### src/trsc_pkg.sv
// ----------------------------------------------------------------------------
// trsc_pkg
// Shared codes and controller/datapath interface types for the two-register
// stack cpu core.
// ----------------------------------------------------------------------------
package trsc_pkg;

	// item operations
	localparam logic [1:0] OPER_LOAD    = 2'd0;
	localparam logic [1:0] OPER_EXEC    = 2'd1;
	localparam logic [1:0] OPER_RESTART = 2'd2;
	localparam logic [1:0] OPER_NOP     = 2'd3;

	// run status codes
	localparam logic [2:0] ST_RUN     = 3'd0;
	localparam logic [2:0] ST_HALT    = 3'd1;
	localparam logic [2:0] ST_INVALID = 3'd2;
	localparam logic [2:0] ST_MEMERR  = 3'd3;
	localparam logic [2:0] ST_PASTEND = 3'd4;

	// opcodes
	localparam logic [7:0] OPC_LDC    = 8'd0;
	localparam logic [7:0] OPC_ADC    = 8'd1;
	localparam logic [7:0] OPC_LDL    = 8'd2;
	localparam logic [7:0] OPC_STL    = 8'd3;
	localparam logic [7:0] OPC_LDNL   = 8'd4;
	localparam logic [7:0] OPC_STNL   = 8'd5;
	localparam logic [7:0] OPC_ADD    = 8'd6;
	localparam logic [7:0] OPC_SUB    = 8'd7;
	localparam logic [7:0] OPC_SHL    = 8'd8;
	localparam logic [7:0] OPC_SHR    = 8'd9;
	localparam logic [7:0] OPC_ADJ    = 8'd10;
	localparam logic [7:0] OPC_A2SP   = 8'd11;
	localparam logic [7:0] OPC_SP2A   = 8'd12;
	localparam logic [7:0] OPC_CALL   = 8'd13;
	localparam logic [7:0] OPC_RETURN = 8'd14;
	localparam logic [7:0] OPC_BRZ    = 8'd15;
	localparam logic [7:0] OPC_BRLZ   = 8'd16;
	localparam logic [7:0] OPC_BR     = 8'd17;
	localparam logic [7:0] OPC_HALT   = 8'd18;
	localparam logic [7:0] OPC_INV_A  = 8'd19;
	localparam logic [7:0] OPC_INV_B  = 8'd20;

	// configuration register index (word select bit of paddr)
	localparam logic REG_PROGRAM_LENGTH = 1'b0;

	typedef struct packed {
		logic load;
		logic restart;
		logic fetch;
		logic set_past;
		logic mem_read;
		logic exec;
	} cmd_t;

	typedef struct packed {
		logic stopped;
		logic past_limit;
		logic load_op;
	} stat_t;

endpackage

### src/trsc_ctrl.sv
// ----------------------------------------------------------------------------
// trsc_ctrl
// Sequencer: accepts items, steps fetch and data access, strobes results.
// ----------------------------------------------------------------------------
module trsc_ctrl (
	input  logic                  clk,
	input  logic                  arst_n,
	input  logic                  start,
	input  logic [1:0]            operation,
	input  trsc_pkg::stat_t       stat,
	output trsc_pkg::cmd_t        cmd,
	output logic                  busy,
	output logic                  done
);

	typedef enum logic [2:0] {
		S_IDLE  = 3'b001,
		S_FETCH = 3'b010,
		S_MEM   = 3'b100
	} state_t;

	state_t state_q, state_d;
	logic   done_q;
	logic   finish;

	always_comb begin
		state_d = state_q;
		cmd     = '0;
		finish  = 1'b0;
		unique case (state_q)
			S_IDLE: begin
				if (start) begin
					finish = 1'b1;
					unique case (operation)
						trsc_pkg::OPER_LOAD: begin
							cmd.load = 1'b1;
						end
						trsc_pkg::OPER_RESTART: begin
							cmd.restart = 1'b1;
						end
						trsc_pkg::OPER_NOP: begin
						end
						trsc_pkg::OPER_EXEC: begin
							priority if (stat.stopped) begin
							end else if (stat.past_limit) begin
								cmd.set_past = 1'b1;
							end else begin
								cmd.fetch = 1'b1;
								finish    = 1'b0;
								state_d   = S_FETCH;
							end
						end
					endcase
				end
			end
			S_FETCH: begin
				if (stat.load_op) begin
					cmd.mem_read = 1'b1;
					state_d      = S_MEM;
				end else begin
					cmd.exec = 1'b1;
					finish   = 1'b1;
					state_d  = S_IDLE;
				end
			end
			S_MEM: begin
				cmd.exec = 1'b1;
				finish   = 1'b1;
				state_d  = S_IDLE;
			end
			default: begin
				state_d = S_IDLE;
			end
		endcase
	end

	always_ff @(posedge clk or negedge arst_n) begin
		if (!arst_n) begin
			state_q <= S_IDLE;
			done_q  <= 1'b0;
		end else begin
			state_q <= state_d;
			done_q  <= finish;
		end
	end

	assign busy = (state_q != S_IDLE);
	assign done = done_q;

endmodule

### config.mk
export PLATFORM = sky130hd
export DESIGN_NAME = trsc_ctrl
export DESIGN_NICKNAME = d
export VERILOG_FILES = /design/src/trsc_pkg.sv /design/src/trsc_ctrl.sv
export SDC_FILE = /design/constraint.sdc
export NUM_CORES = 1
export LEC_CHECK = 0
export ABC_CLOCK_PERIOD_IN_PS = 2050
export BUFFER_PORTS_ARGS = -buffer_cell sky130_fd_sc_hd__clkbuf_2
export CORE_AREA = 2 2 39 41
export DETAILED_ROUTE_END_ITERATION = 6
export DIE_AREA = 0 0 41 43
export HOLD_SLACK_MARGIN = 0.12
export PLACE_DENSITY = 0.48
export SKIP_CTS_REPAIR_TIMING = 1
export SYNTH_ARGS = -nofsm -noshare
export SYNTH_HDL_FRONTEND = slang
export SYNTH_SLANG_ARGS = --single-unit
export TNS_END_PERCENT = 30
### constraint.sdc
create_clock -name clk -period 2.05 [get_ports clk]
set_input_delay 0.1025 -clock clk [delete_from_list [all_inputs] [get_ports clk]]
set_output_delay 0.1025 -clock clk [all_outputs]
set_load 0.05 [all_outputs]
[Word-level counts from Yosys, hierarchy flattened]
Cells that the tools add are included.
Storage, ports and cells
  RAM bits: 0
  latch bits: 0
  memory bits (read-only): 0
  memories: 0
  register bits: 4
Operators by class
  magnitude comparators: 0
  shift-type cells: 0
  muxes and demuxes: 22
  div/mod/pow operators: 0
  add/sub/neg operators: 0
  bitwise logic cells: 0
  equal/unequal tests: 10
  multiply operators: 0
  reduce and logical (&&, ||, !) cells: 2
Operators with widths (number)
  $mux 3: 5
  $mux 1: 10
  $mux 4: 2
  $ne 2x2->1 const B: 3
  $pmux 3 s2: 1
  $mux 2: 2
  $reduce_and 4->1: 1
  $eq 3x1->1 const B: 1
  $eq 3x2->1 const B: 1
  $eq 3x3->1 const B: 1
  $ne 3x1->1 const B: 1
  $pmux 1 s3: 1
  $eq 2x1->1 const B: 1
  $eq 2x2->1 const B: 1
  $logic_not 2->1: 1
  $ne 2x1->1 const B: 1
  $pmux 1 s2: 1

[Logic depth before layout (Yosys ltp)]
Gate-level depths: netlist of the first run.
  depth in word-level cells: 5
  gate-level depth with buffers: 2
  gate-level depth less buffers: 2

[Worst setup path before layout of the first run]
OpenSTA, ideal clock, no wires.
  kind: register to output
  start point: register state_q[0]
  end point: output port cmd[4] (netlist bit)
  arrival time: 1.977 ns
  setup slack: -0.029 ns
  path buffers: 0
  data required time: 1.947 ns
  stages on the path, launching flop included: 3
  cell sequence: dfstp_2 nand4bb_1 nor3b_1
RTL lines
  start: declaration: RTL line trsc_ctrl.sv:22  | state_t state_q, state_d;
  start signal: assignment: RTL line trsc_ctrl.sv:82  | state_q <= state_d;
  end: declaration: RTL line trsc_ctrl.sv:11  | output trsc_pkg::cmd_t cmd,

==> summary.md, run 1 <==
| Metric | Value |
|---|---|
| Worst-skew pair later-pin latency | 0.23 ns |
| CP max-delay cell | dfstp_2 |
| CP Class | reg2out |
| Synth warn | 0 |
| Largest net degree at the start of global routing | 7 |
| CTS tree | done |
| Slew margin rel. | 0.705 |
| Chip height | 43 um |
| Core region area | around 0.0014 sq mm |
| Fill cells | 156 |
| Sequential area share after synthesis | 0.411 |
| Final setup fails | 0 |
| RSZ-0062 raised after global routing | no |
| CP cell instances | nand4bb_1, nor3_1, clkbuf_2 |
| Logic pwr share | 0.186 |
| First-pass GRT wire length | 1.08 mm |
| GRT Total Usage | 0.0956 |
| Critical Path RT | 1.95 ns |
| Synth top area share | 0.305 |
| CTS Buffer Depth | 2 |
| Worst Tran Pin Value | between 0.4 and 0.5 ns |
| Post-layout min period | roughly 1.7 ns |
| DR WL/cell | around 11 um |
| WL final | 612 um |
| Routed vias | about 260 |
| R2R depth | 2 |
| TritonCTS Sinks | 4 |
| Syn Std Cell Area | 246 sq um |
| Top achievable clock speed | between 500 and 600 MHz |
| Flop pwr share | 0.351 |
| TritonCTS Buffers | 3 |
| Mapped Cells | 21 |
| Syn Area/Cell | 11.7 sq um |
| Buffers plus inverters on the worst setup path | 1 |
| DIE AREA | 0.00176 sq mm |
| Synthesized Nets | 29 |
| First DRT Iteration DRCs | 1 |
| Antenna cells | 0 |
| Dpl cell area | 347 sq um |
| Crit path depth | 3 |
| LEAKAGE | 0.193 nW |
| GP Congestion | 0.648 |
| Share of cells above drive strength 1 | 0.619 |
| Final core occ | 0.284 |
| Cell row count | 14 |
| CTS root buf | clkbuf_4 |
| Commonest non-fill, non-tap cell in the layout | clkbuf_2 |
| Port-buffer cells | 15 |
| CTS clk-pin slew, worst paths | approximately 0.040 ns |
| HP Class | in2reg |
| Cell family contributing the most delay on the critical path | flip-flops |
| Status | completed |
| Vias in the first global route | 275 |
| Vias per cell | 4.41 |
| Clock skew | a little over 0.003 ns |
| Setup WS post-layout | about 0.32 ns |
| Max-slew violations | 0 |
| Initial antenna violation count | 0 |
| Synth area leaders | dfrtp_1 (30%), dfstp_2 (11%), and4bb_2 (10%), nor3b_1 (6.1%), nor4b_2 (6.1%) |
| Post-route cell area | between 300 and 400 sq um |
| Cell taking the most area after synthesis | dfrtp_1 |
| DRT antenna net count | 0 |
| Pre-Repair DR Iteration Count | 2 |
| Most frequent cells in the layout | clkbuf_2 (15), clkbuf_4 (3), dfrtp_1 (3) |
| Final net count | 51 |
| Pre-CTS WS | ~0.55 ns |
| Critical-path maximum fanout | 6 |
| IO Count | 16 |
| Die width | about 40 um |
| Switch Pwr | 0.0653 mW |
| Max VDD drop | about 0.00023 V |
| H-tree Lvls | 1 |
| Critical path capture point type | output port |
| Pwr/cell area | between 600 and 700 mW/mm^2 |
| Initial core utilization | 0.178 |
| Startpoint class of the critical path | flip-flop |
| Area Growth Syn to Fin | 59.4% |
| Sw frac | 0.277 |
| CP peak stage delay | 0.55 ns |
| Max-Cap Viols | 0 |
| Final Cycle Share | 0.842 |
| Grt ovf | 0 |
| Seq cells post-synth | 4 |
| Internal power | between 0.15 and 0.2 mW |
| HPWL after DPL | roughly 440 um |
| Design Power | roughly 0.24 mW |
| Synth cell types | 15 |
| Hold Path Depth | 3 |
| Crit path arrival time | 1.62 ns |
| Endpoints failing hold | 0 |
| DRC Markers | 0 |
| Clock share of power | 0.463 |
| Fin Setup TNS | 0 ns |
## layer usage
metal,part of all wire,wire [um],up-vias,global-route usage
met4,0.031,19,0,0.0800
met5,0,0,-,0
met2,0.51,315,13,0.138
li1,-,-,125,-
met1,0.38,230,116,0.107
met3,0.077,47,2,0.0314
## Yosys cell counts (all sizes together)
cell type and number:
dfrtp 3, and4bb 2, nor2b 2, nor3 2, nor3b 2, a31oi 1
dfstp 1, inv 1, nand2 1, nand3b 1, nand4bb 1, nor4b 1
o211ai 1, or3b 1, or4b 1
## worst reg2reg max path, delay by kind of cell, from the launching register on
| family | cells | cell delay, ns |
|---|---|---|
| DFF | 1 | 0.55 |
| and+or+nand+nor | 1 | 0.28 |
| AOI/OAI and AO/OA | 1 | 0.24 |
## power by group through the flow
stage	Clock, mW	Combinational [mW]	Sequential [mW]
3_5_place_dp	0	0.0416	0.0838
2_1_floorplan	0	0.0200	0.0888
6_report	0.109	0.0439	0.0828
5_1_grt	0.116	0.0478	0.0831
3_3_place_gp	0	0.0415	0.0838
4_1_cts	0.112	0.0418	0.0829
## through the flow
step                      instances  hold slack [ns]
after detailed placement         52          -0.0821
after CTS                        56           -0.333
after global placement           52          -0.0796
after global routing             58            0.201
after floorplan                  21           -0.193
final                            58            0.189
## area by class of cell
cell class,count,area [sq um],share of cell area
Timing Repair Buffer,17,95.1,0.242
Tap cell,16,20.0,0.0510
Sequential cell,4,101,0.258
Multi-Input combinational cell,16,146,0.373
Clock buffer,4,26.3,0.0669
Inverter,1,3.75,0.00955
## registers in the layout, indices dropped and copies added, names as in the netlist
| signal | count |
|---|---|
| state_q | 3 |
| done | 1 |
## final timing paths
path / to / startpoint / slack (ns)
setup / recovery: cmd[2] / state_q[0]$_DFFE_PN1P_ / 0.32
hold / removal: done$_DFF_PN0_ / stat[2] / 0.19
setup reg to reg: done$_DFF_PN0_ / state_q[0]$_DFFE_PN1P_ / 0.90
hold reg to reg: state_q[2]$_DFFE_PN0P_ / state_q[1]$_DFFE_PN0P_ / 0.67
max in group asynchronous: state_q[0]$_DFFE_PN1P_ / arst_n / 1.63
min in group asynchronous: done$_DFF_PN0_ / arst_n / 0.21
## cell families after synthesis
group | after synthesis | share of synthesized area
AND/OR/NAND/NOR | 14 | 0.497
AO/OA/AOI/OAI | 2 | 0.0762
buffers and inverters | 1 | 0.0152
flip-flops | 4 | 0.411
Note: power is estimated with default switching activity, not from simulation.
==> run 2: changes to the inputs <==
- ABC_CLOCK_PERIOD_IN_PS: 2050 -> 1700
- clock period: 2.05 -> 1.7 ns (I/O delays scaled with it)
==> summary.md, run 2 (synthesis gave the netlist of run 1 again) <==
| Metric | Value |
|---|---|
| Largest Register | state_q |
| Die width | 41 um |
| Critical-path maximum fanout | 6 |
| CP peak stage delay | 0.56 ns |
| Fill cells | roughly 160 |
| IO Count | 16 |
| Grt ovf | 0 |
| Slew margin rel. | 0.816 |
| Pre-Repair DR Iteration Count | 1 |
| RSZ-0062 raised after global routing | no |
| Max VDD drop | 0.000193 V |
| Fin Setup TNS | 0 ns |
| LEAKAGE | 0.200 nW |
| Share of cells above drive strength 1 | 0.651 |
| Final setup fails | 0 |
| Critical path capture point type | output port |
| Post-layout min period | 1.62 ns |
| Worst R2R Start | state_q[0]$_DFFE_PN1P_ |
| Top achievable clock speed | 616 MHz |
| First-pass GRT wire length | 993 um |
| Chip height | 43 um |
| DR WL/cell | between 10 and 15 um |
| Critical Path RT | between 1.5 and 2 ns |
| Final Cycle Share | 0.954 |
| Clock skew | 0.000970 ns |
| Final core occ | 0.295 |
| Register area | 101 sq um |
| DRC Markers | 0 |
| Endpoints failing hold | 0 |
| Core region area | between 0.001 and 0.0015 sq mm |
| Area Growth Syn to Fin | 65.5% |
| Worst-skew pair later-pin latency | between 0.2 and 0.25 ns |
| DIE AREA | about 0.0018 sq mm |
| First DRT Iteration DRCs | 0 |
| Vias in the first global route | 246 |
| Crit path arrival time | about 1.5 ns |
| GP Congestion | 0.634 |
| WL final | 615 um |
| Antenna cells | 0 |
| CTS tree | done |
| HPWL after DPL | 483 um |
| Final net count | 52 |
| Commonest non-fill, non-tap cell in the layout | clkbuf_2 |
| Worst Tran Pin Value | 0.277 ns |
| TritonCTS Sinks | 4 |
| Largest net degree at the start of global routing | 7 |
| R2R depth | 2 |
| CTS clk-pin slew, worst paths | around 0.040 ns |
| Dpl cell area | 354 sq um |
| GRT Total Usage | 0.0906 |
| CTS Buffer Depth | 2 |
| H-tree Lvls | 1 |
| R2R Setup Slk | 0.60 ns |
| TritonCTS Buffers | 3 |
| Initial core utilization | 0.178 |
| Buffers plus inverters on the worst setup path | 1 |
| Routed vias | 251 |
| Status | completed |
| Worst R2R End | done$_DFF_PN0_ |
| Cell row count | 14 |
| Area of the multi-input gates | about 150 sq um |
| Max-slew violations | 0 |
| Post-route cell area | 408 sq um |
| Max-Cap Viols | 0 |
| Most frequent cells in the layout | clkbuf_2 (14), clkbuf_4 (3), dfrtp_1 (3) |
| CP cell instances | nand4bb_2, nor3b_2, clkbuf_2 |
| Vias per cell | 4.25 |
| Port-buffer cells | 15 |
| DRT antenna net count | 0 |
| CP max-delay cell | dfstp_2 |
| Initial antenna violation count | 0 |
| CP Class | reg2out |
| CTS root buf | clkbuf_4 |
| Pre-CTS WS | 0.196 ns |
| Cell family contributing the most delay on the critical path | flip-flops |
| HP Class | in2async |
| Setup WS post-layout | just under 0.08 ns |
| Startpoint class of the critical path | flip-flop |
| Pwr/cell area | approximately 700 mW/mm^2 |
| Largest register FFs | 3 |
==> run 2: changes by cell type in the layout (fill, tap and decap cells not counted), sizes merged <==
| cell | change |
|---|---|
| buf | +2 |
| clkbuf | -1 |
==> run 2: worst reg2reg max path, delay by kind of cell, from the launching register on <==
family,cells,cell delay (ns)
DFF,1,0.38
AOI/OAI and AO/OA,1,0.09
and+or+nand+nor,1,0.55
==> run 2: worst max-delay path by stage <==
| stage | start | end | slack [ns] | cells past startpoint |
|---|---|---|---|---|
| floorplan | state_q[0]$_DFFE_PN1P_ | cmd[2] | -0.30 | 2 |
| global placement | state_q[0]$_DFFE_PN1P_ | cmd[5] | 0.27 | 3 |
| detailed placement | state_q[0]$_DFFE_PN1P_ | cmd[2] | 0.20 | 3 |
| CTS | state_q[0]$_DFFE_PN1P_ | cmd[2] | -0.07 | 3 |
| global route | state_q[0]$_DFFE_PN1P_ | cmd[4] | 0.004 | 3 |
| finish | state_q[0]$_DFFE_PN1P_ | cmd[4] | 0.08 | 3 |
==> run 2: stage by stage <==
| stage | std cells | power, mW | hold slack [ns] |
|---|---|---|---|
| 6_report | 59 | 0.286 | 0.195 |
| 5_1_grt | 59 | 0.299 | 0.209 |
| 4_1_cts | 57 | 0.290 | -0.361 |
| 3_5_place_dp | 53 | 0.152 | -0.103 |
| 3_3_place_gp | 53 | 0.152 | -0.100 |
| 2_1_floorplan | 21 | 0.131 | -0.211 |
==> run 2: power breakdown <==
group          total, mW  switching [mW]  internal, mW  leakage (nW)
Sequential        0.0999         0.00137        0.0985        0.0503
Clock              0.131          0.0427        0.0883        0.0150
Combinational     0.0552          0.0348        0.0203         0.135
Total              0.286          0.0789         0.207         0.200
==> run 2: final cells by class <==
cell class,count,share of cell area
clock buffers,4,0.0644
well taps,16,0.0491
flip-flops and latches,4,0.248
repair buffers,18,0.258
inverters,1,0.00920
multi-input cells,16,0.371
==> run 2: routing by layer <==
metal,global-route usage,vias up,share of wire
li1,-,127,-
met1,0.107,113,0.40
met2,0.113,11,0.53
met3,0.0314,0,0.067
met4,0.100,0,0
met5,0,-,0
==> run 3: changes to the inputs <==
- ABC_CLOCK_PERIOD_IN_PS: 1700 -> 1400
- PLACE_DENSITY: 0.48 -> 0.49
- clock period: 1.7 -> 1.4 ns (I/O delays scaled with it)
==> summary.md, run 3 (synthesis gave the netlist of run 1 again) <==
| Metric | Value |
|---|---|
| IO Count | 16 |
| Area of the multi-input gates | 199 sq um |
| Post-layout min period | ~1.5 ns |
| Critical path capture point type | output port |
| RSZ-0062 raised after global routing | yes |
| TritonCTS Sinks | 4 |
| Sw frac | 0.282 |
| Initial core utilization | 0.178 |
| Cell family contributing the most delay on the critical path | flip-flops |
| Routed vias | 274 |
| Vias in the first global route | 286 |
| Final Cycle Share | 1.08 |
| CP max-delay cell | dfstp_2 |
| Largest register FFs | 3 |
| Largest Register | state_q |
| CTS Buffer Depth | 2 |
| Internal power | 0.262 mW |
| Grt ovf | 0 |
| Final hold slack | roughly 0.17 ns |
| Vias per cell | 4.57 |
| HP Class | in2async |
| Crit path arrival time | 1.44 ns |
| Cell row count | 14 |
| DRT antenna net count | 0 |
| Worst-skew pair later-pin latency | 0.24 ns |
| Critical-path maximum fanout | 6 |
| Status | finished with violations |
| Pwr/cell area | between 700 and 800 mW/mm^2 |
| Failing checks | negative setup slack |
| GRT Total Usage | 0.0959 |
| Port-buffer cells | 15 |
| Commonest non-fill, non-tap cell in the layout | clkbuf_2 |
| CP Class | reg2out |
| Register area | between 100 and 150 sq um |
| Endpoints failing hold | 0 |
| CP peak stage delay | between 0.5 and 0.6 ns |
| LEAKAGE | 0.224 nW |
| Final net count | 53 |
| CTS tree | done |
| Initial antenna violation count | 0 |
| Buffers plus inverters on the worst setup path | 1 |
| Fill cells | about 150 |
| Fin Setup TNS | -0.346 ns |
| HPWL after DPL | ~540 um |
| CTS root buf | clkbuf_4 |
| First DRT Iteration DRCs | 2 |
| Pre-Repair DR Iteration Count | 2 |
| Slew margin rel. | 0.818 |
| Switch Pwr | between 0.1 and 0.15 mW |
| CTS clk-pin slew, worst paths | 0.04 ns |
| GP Congestion | 0.659 |
| DR WL/cell | approximately 12 um |
| Antenna cells | 0 |
| Flop pwr share | 0.333 |
| Area Growth Syn to Fin | 102% |
| CP cell instances | nand4bb_4, nor3b_4, buf_6 |
| H-tree Lvls | 1 |
| Max VDD drop | approximately 0.00041 V |
| Core region area | 0.00138 sq mm |
| Final setup fails | 6 |
| Top achievable clock speed | about 660 MHz |
| Chip height | around 43 um |
| Clock skew | 0.00377 ns |
| DIE AREA | about 0.0018 sq mm |
| Pre-CTS WS | 0.0340 ns |
| Clock share of power | 0.430 |
| Logic pwr share | 0.237 |
| Max-slew violations | 0 |
| First-pass GRT wire length | 1.13 mm |
| Most frequent cells in the layout | clkbuf_2 (9), buf_6 (4), clkbuf_4 (3) |
| WL final | 728 um |
| Share of cells above drive strength 1 | 0.795 |
| Largest net degree at the start of global routing | 7 |
| TritonCTS Buffers | 3 |
| Setup WS post-layout | -0.107 ns |
| DRC Markers | 0 |
| Worst Tran Pin Value | 0.275 ns |
| Critical Path RT | approximately 1.3 ns |
| Startpoint class of the critical path | flip-flop |
| Die width | 41 um |
| Max-Cap Viols | 0 |
run 3: changes by cell type in the layout (fill, tap and decap cells not counted), moves of 2 or more:
| cell | before | now |
|---|---|---|
| nor3_1 | 2 | 0 |
| dfrtp_2 | 0 | 2 |
| dfrtp_1 | 3 | 1 |
| clkbuf_2 | 14 | 9 |
| nor3_4 | 0 | 2 |
| buf_6 | 0 | 4 |
run 3: metal layers:
metal / track usage / wire length [um] / up-vias
li1: - / - / 130
met1: 0.108 / 259 / 130
met2: 0.147 / 404 / 14
met3: 0.0314 / 64 / 0
met4: 0.0600 / 0 / 0
met5: 0 / 0 / -
run 3: final timing paths:
path | depth (start not counted) | start | slack [ns] | endpoint
worst max register to register | 3 | state_q[0]$_DFFE_PN1P_ | 0.19 | done$_DFF_PN0_
worst min register to register | 2 | state_q[2]$_DFFE_PN0P_ | 0.66 | done$_DFF_PN0_
worst max-delay path | 3 | state_q[0]$_DFFE_PN1P_ | -0.11 | cmd[4]
max in group asynchronous | 2 | arst_n | 1.02 | state_q[0]$_DFFE_PN1P_
worst min-delay path | 2 | arst_n | 0.17 | done$_DFF_PN0_
min in group clk | 3 | stat[0] | 0.19 | done$_DFF_PN0_
run 3: power by group through the flow:
stage	Clock [mW]	Combinational, mW	Sequential [mW]
after floorplan	0	0.0380	0.130
after global placement	0	0.0725	0.123
after detailed placement	0	0.0749	0.123
after CTS	0.165	0.0752	0.122
after global routing	0.174	0.0926	0.122
final	0.157	0.0864	0.122
run 3: metrics by stage:
stage,total power [mW],utilization,instance area [sq um],instances
2_1_floorplan,0.168,-,299,21
3_3_place_gp,0.195,0.290,402,53
3_5_place_dp,0.198,0.290,402,53
4_1_cts,0.362,0.309,428,57
5_1_grt,0.389,0.360,498,60
6_report,0.365,0.360,498,60
run 3: layout make-up:
cell class | instances | share of cell area
clock buffer | 4 | 0.0528
inverter | 1 | 0.00754
multi-input combinational | 16 | 0.399
sequential | 4 | 0.209
tap | 16 | 0.0402
timing repair buffer | 19 | 0.291
